==> config.mk <==
export PLATFORM = sky130hd
export DESIGN_NAME = svq_ctrl
export DESIGN_NICKNAME = d
export VERILOG_FILES = /design/src/rtl/core/svq_pkg.sv /design/src/rtl/core/svq_ctrl.sv
export SDC_FILE = /design/constraint.sdc
export NUM_CORES = 1
export LEC_CHECK = 0
export BUFFER_PORTS_ARGS = -buffer_cell sky130_fd_sc_hd__buf_2
export CAP_MARGIN = 40
export CELL_PAD_IN_SITES_DETAIL_PLACEMENT = 1
export CELL_PAD_IN_SITES_GLOBAL_PLACEMENT = 2
export CORE_AREA = 2 2 39 41
export DETAILED_ROUTE_END_ITERATION = 7
export DIE_AREA = 0 0 41 43
export GPL_TIMING_DRIVEN = 0
export HOLD_SLACK_MARGIN = 0.05
export PLACE_DENSITY = 0.63
export RECOVER_POWER = 50
export REMOVE_ABC_BUFFERS = 1
export SETUP_SLACK_MARGIN = 0.4
export SLEW_MARGIN = 40
export SYNTH_ARGS = -nofsm -noshare
export SYNTH_HDL_FRONTEND = slang
export SYNTH_SLANG_ARGS = --single-unit
==> constraint.sdc <==
create_clock -name clock -period 1.8 [get_ports clock]
set_input_delay 0.36 -clock clock [delete_from_list [all_inputs] [get_ports clock]]
set_output_delay 0.36 -clock clock [all_outputs]
set_load 0.005 [all_outputs]
==> src/rtl/core/svq_pkg.sv <==
// svq_pkg: shared types and constants for the split virtqueue ring manager.
// No dependencies; used by svq_ctrl, svq_datapath and the top level.
`timescale 1ns / 1ps
`default_nettype none
package svq_pkg;

   localparam int QUEUE_SIZE = 256;
   localparam int IDX_W      = $clog2(QUEUE_SIZE);
   localparam logic [15:0] LINK_END = 16'hFFFF;

   typedef enum logic [2:0] {
      FN_ADD_BUFFER = 3'd0,
      FN_GET_BUFFER = 3'd1,
      FN_POST_USED  = 3'd2,
      FN_KICK       = 3'd3,
      FN_SET_IRQ    = 3'd4,
      FN_READ_DESC  = 3'd5
   } func_type;

   typedef enum logic [1:0] {
      STS_OK      = 2'd0,
      STS_NO_FREE = 2'd1,
      STS_NO_USED = 2'd2,
      STS_FULL    = 2'd3
   } status_type;

   typedef enum logic [1:0] {
      ST_IDLE,
      ST_EXEC,
      ST_TAG
   } state_type;

   // controller -> datapath
   typedef struct packed {
      logic issue;   // transaction accepted, launch first reads
      logic tag_rd;  // read tag of the returned descriptor
      logic commit;  // update state and load the response register
   } cmd_type;

   // datapath -> controller
   typedef struct packed {
      logic need_tag;
      logic out_free;
   } sts_type;

endpackage
`default_nettype wire

==> src/rtl/core/svq_ctrl.sv <==
// svq_ctrl: sequencing state machine for the ring manager.
// Depends on svq_pkg.
`timescale 1ns / 1ps
`default_nettype none
module svq_ctrl (
   input  wire logic             clock,
   input  wire logic             reset,
   input  wire logic             req_valid,
   output logic                  req_stall,
   input  wire svq_pkg::sts_type sts,
   output svq_pkg::cmd_type      cmd
);

   svq_pkg::state_type state_ff, state_in;
   logic accept;

   assign req_stall = (state_ff != svq_pkg::ST_IDLE);
   assign accept    = req_valid && !req_stall;

   always_comb begin
      state_in = state_ff;
      case (state_ff)
         svq_pkg::ST_IDLE: begin
            if (accept) state_in = svq_pkg::ST_EXEC;
         end
         svq_pkg::ST_EXEC: begin
            if (sts.need_tag) state_in = svq_pkg::ST_TAG;
            else if (sts.out_free) state_in = svq_pkg::ST_IDLE;
         end
         svq_pkg::ST_TAG: begin
            if (sts.out_free) state_in = svq_pkg::ST_IDLE;
         end
         default: state_in = svq_pkg::ST_IDLE;
      endcase
   end

   always_comb begin
      cmd = '0;
      case (state_ff)
         svq_pkg::ST_IDLE: begin
            cmd.issue = accept;
         end
         svq_pkg::ST_EXEC: begin
            cmd.tag_rd = sts.need_tag;
            cmd.commit = !sts.need_tag && sts.out_free;
         end
         svq_pkg::ST_TAG: begin
            cmd.commit = sts.out_free;
         end
         default: cmd = '0;
      endcase
   end

   always_ff @(posedge clock) begin
      if (reset) begin
         state_ff <= svq_pkg::ST_IDLE;
      end else begin
         state_ff <= state_in;
      end
   end

   a_issue_idle: assert property (@(posedge clock) disable iff (reset)
      cmd.issue |=> state_ff == svq_pkg::ST_EXEC)
      else $error("issue did not enter exec");

endmodule
`default_nettype wire

# [Word-level counts from Yosys, hierarchy flattened]
# Cells that the tools add are included.
[op_classes] eq_ne=3 muxes=7 n_reduce_logical=6
[ops] operator="2-bit two-way mux" count=3
[ops] operator="2-bit case mux with 3 select lines" count=1
[ops] operator="2-bit by 1-bit equality test with 1-bit output (second input constant)" count=1
[ops] operator="2-bit equality test (second input constant)" count=1
[ops] operator="1-bit logical AND" count=2
[ops] operator="1-bit zero test" count=2
[ops] operator="2-bit zero test" count=1
[ops] operator="1-bit two-way mux" count=2
[ops] operator="2-bit != test (second input constant)" count=1
[ops] operator="1-bit case mux with 2 select lines" count=1
[ops] operator="2-bit nonzero test" count=1
[word_totals] ff_bits=2 word_cells=17

# [Logic depth before layout (Yosys ltp)]
[logic_depth] depth_word=5 ltp_mapped=5 ltp_nobuf=5

# [Worst setup path before layout]
# OpenSTA, ideal clock, no wires.
[synth_path] kind="register -> output" startpoint="register state_ff[1]" endpoint="output cmd[0] in the netlist's numbering" arrival_ns=0.930 setup_slack_ns=0.510 path_stages_with_launch=5 path_cell_list="dfxtp_1 > inv_1 > ha_1 > nor2b_1 > o211a_1"
[synth_lines] item="start: declaration" line="svq_ctrl.sv:14" text="svq_pkg::state_type state_ff, state_in;"
[synth_lines] item="start signal: assignment" line="svq_ctrl.sv:56" text="state_ff <= svq_pkg::ST_IDLE;"
[synth_lines] item="start signal: assignment" line="svq_ctrl.sv:58" text="state_ff <= state_in;"
[synth_lines] item="end: declaration" line="svq_ctrl.sv:11" text="output svq_pkg::cmd_type cmd"

==> metrics.txt <==
wire length of the first global-routing pass=1.08 mm; commonest non-fill, non-tap cell in the layout=buf_2; Fillers=174; post-route antenna net violation count=0; Max stage delay on crit path=0.36 ns; crit path max fanout=3; Post-Synthesis Mean Instance Area=roughly 8.3 sq um; WL final=679 um; number of remaining DRC errors=0; number of hold violations in the final report=0; die outline width=41 um; Most flops, register=state_ff; cells taking the most area after synthesis=ha_1 (25%), dfxtp_1 (20%), and2_1 (6.3%); category of the most critical setup path=reg2out; via count normalized by instance count=4.22; routed wire length per instance=12.6 um; status=complete, no violations; Worst path top cell family by delay=flip-flops; Post-Place Cell Area=259 sq um; summed instance area of the synthesized netlist=199 sq um; number of diodes added for antenna fixing=0; max-slew violations=0; via count of the routed design=228; top library cells by usage in the layout, fill and taps aside=buf_2 (8), nor2_1 (3), clkbuf_4 (3), buf_4 (3); number of placement rows=14; minimum setup slack after placement=a little over 0.3 ns; RSZ-0062 raised after global routing=yes; clock network latency to the later pin of the worst-skew pair=~0.23 ns; required time of the critical path=1.44 ns; share of the yosys chip area belonging to registers=20.1%; core region area=1380 sq um; vias in the first global route=249; fraction of the cycle the final worst path needs=a little under nine tenths; TritonCTS buffer count=3; Regs by FF count=state_ff (2); CTS tree=yes; Critical Path Source Type=register; storage element area=45.0 sq um; Total Power=0.212 mW; residual overflow from global routing=0; cell area after layout=327 sq um; number of flip-flops in the largest register=2; synthesized flop and latch total=2; sink count of the clock tree=2; pin count of the biggest net entering global routing=5; final critical path time including I/O delays and setup=1.56 ns; number of hold buffers added after cts=0; Clk Tree Root Cell=clkbuf_4; maximum operating frequency=643 MHz; CP Buf/Inv Count=2; multi-input gate area in the final layout=165 sq um; post-synth top area cell=ha_1; net count reported at finish=49; slack of the critical path=0.245 ns; largest buffer count on any clock path=2; share of post-route cells with drive strength above 1=52.6%; iteration-0 DRC count of the detailed router=0; number of placed I/O pins=9; Total Die Area=1760 sq um; clock-pin transition on the worst setup and hold timing paths=0.03 ns; Max-Cap Viols=0; IR drop worst, VDD=306 uV; Distinct cells, synth=15; DR pass1 iterations=1; Setup Total Neg Slack=0 ns; Routability Congestion=0.619; global-route total usage across every layer=9.92%; skew final=roughly 0.0035 ns; growth of design area from synthesis to finish=64.2%; antenna violations before repair=0; Min-Delay Path Class=in2reg; effective utilization at floorplan=14.4%; leakage power=0.164 nW; H-Tree Level Count=1; CP Capture Type=primary output; Critical Path, Cell by Cell=inv_1 > ha_1 > o211a_1 > buf_2; final-report setup violation count=0; number of warning messages in the yosys log=0; headroom to the max-slew limit=85.6%; die height=around 43 um; slew of the pin with the lowest slew margin=0.214 ns; endpoint arrival time on the critical path=1.20 ns; Post-Syn Instances=24; CP max-delay cell=dfxtp_4; IO Port Bufs=8; Post-DP HPWL=424 um; power density of the placed cells=649 nW/um^2; area share of the largest cell type after synthesis=25.2%
==> timing repair <==
item,CTS,global route
setup endpoints to repair,4,4
buffers inserted,3,0
gates cloned,0,0
gates resized for setup,9,0
pin swaps,0,1
==> stage by stage <==
step,std cells,utilization [%],hold slack [ns]
2_1_floorplan,24,-,0.429
3_3_place_gp,48,18.7,0.549
3_5_place_dp,48,18.7,0.547
4_1_cts,54,24.0,0.328
5_1_grt,54,23.6,0.336
6_report,54,23.6,0.331
==> logic make-up (layout without fill, tap and decap cells) <==
kind of cell | after synthesis | after routing | synth area share, %
AO/OA/AOI/OAI | 6 | 6 | 26.4
adder cells (fa/ha/maj) | 4 | 4 | 25.2
buffers and inverters | 3 | 17 | 5.66
flip-flops | 2 | 2 | 20.1
AND/OR/NAND/NOR | 9 | 9 | 22.6
==> area by class of cell <==
| class | instances | share of cell area [%] |
|---|---|---|
| Timing Repair Buffer | 11 | 19.2 |
| Inverter | 3 | 3.45 |
| Sequential cell | 2 | 13.8 |
| Tap cell | 16 | 6.13 |
| Multi-Input combinational cell | 19 | 50.6 |
| Clock buffer | 3 | 6.90 |
==> worst reg2reg max path: cells and delay by family, from the launching register on <==
family / cells / cell delay [ns]
compound gates: 2 / 0.51
fa+ha+maj: 1 / 0.24
buf+inv: 1 / 0.14
flops: 1 / 0.35
==> worst paths after layout <==
path / slack (ns) / startpoint / depth (start not counted) / end
worst min register to register: 0.62 / state_ff[1]$_SDFFE_PP0P_ / 3 / state_ff[1]$_SDFFE_PP0P_
worst max-delay path: 0.24 / state_ff[0]$_SDFFE_PP0P_ / 4 / cmd[0]
worst max register to register: 0.46 / state_ff[0]$_SDFFE_PP0P_ / 4 / state_ff[1]$_SDFFE_PP0P_
worst min-delay path: 0.33 / reset / 2 / state_ff[0]$_SDFFE_PP0P_
==> power by group <==
group / internal (mW) / switching (mW)
sequential: 0.0483 / 0.00375
clock: 0.0736 / 0.0259
combinational: 0.0306 / 0.0299
==> synthesized netlist by cell type <==
master	count
a21oi_1	1
and2_1	2
dfxtp_1	2
ha_1	4
inv_1	3
nand2_1	1
nand2b_1	1
nand3_1	1
nor2_1	3
nor2b_1	1
o2111ai_1	1
o211a_1	1
o211ai_1	1
o31a_1	1
o31ai_2	1
==> layer usage <==
layer / global-route usage, % / up-vias / wire length [um]
met5: 0 / - / 0
met4: 6.00 / 0 / 0
met3: 4.71 / 0 / 36
met2: 16.6 / 5 / 407
met1: 8.95 / 111 / 235
li1: - / 112 / -
(Power assumes the default switching activity.)
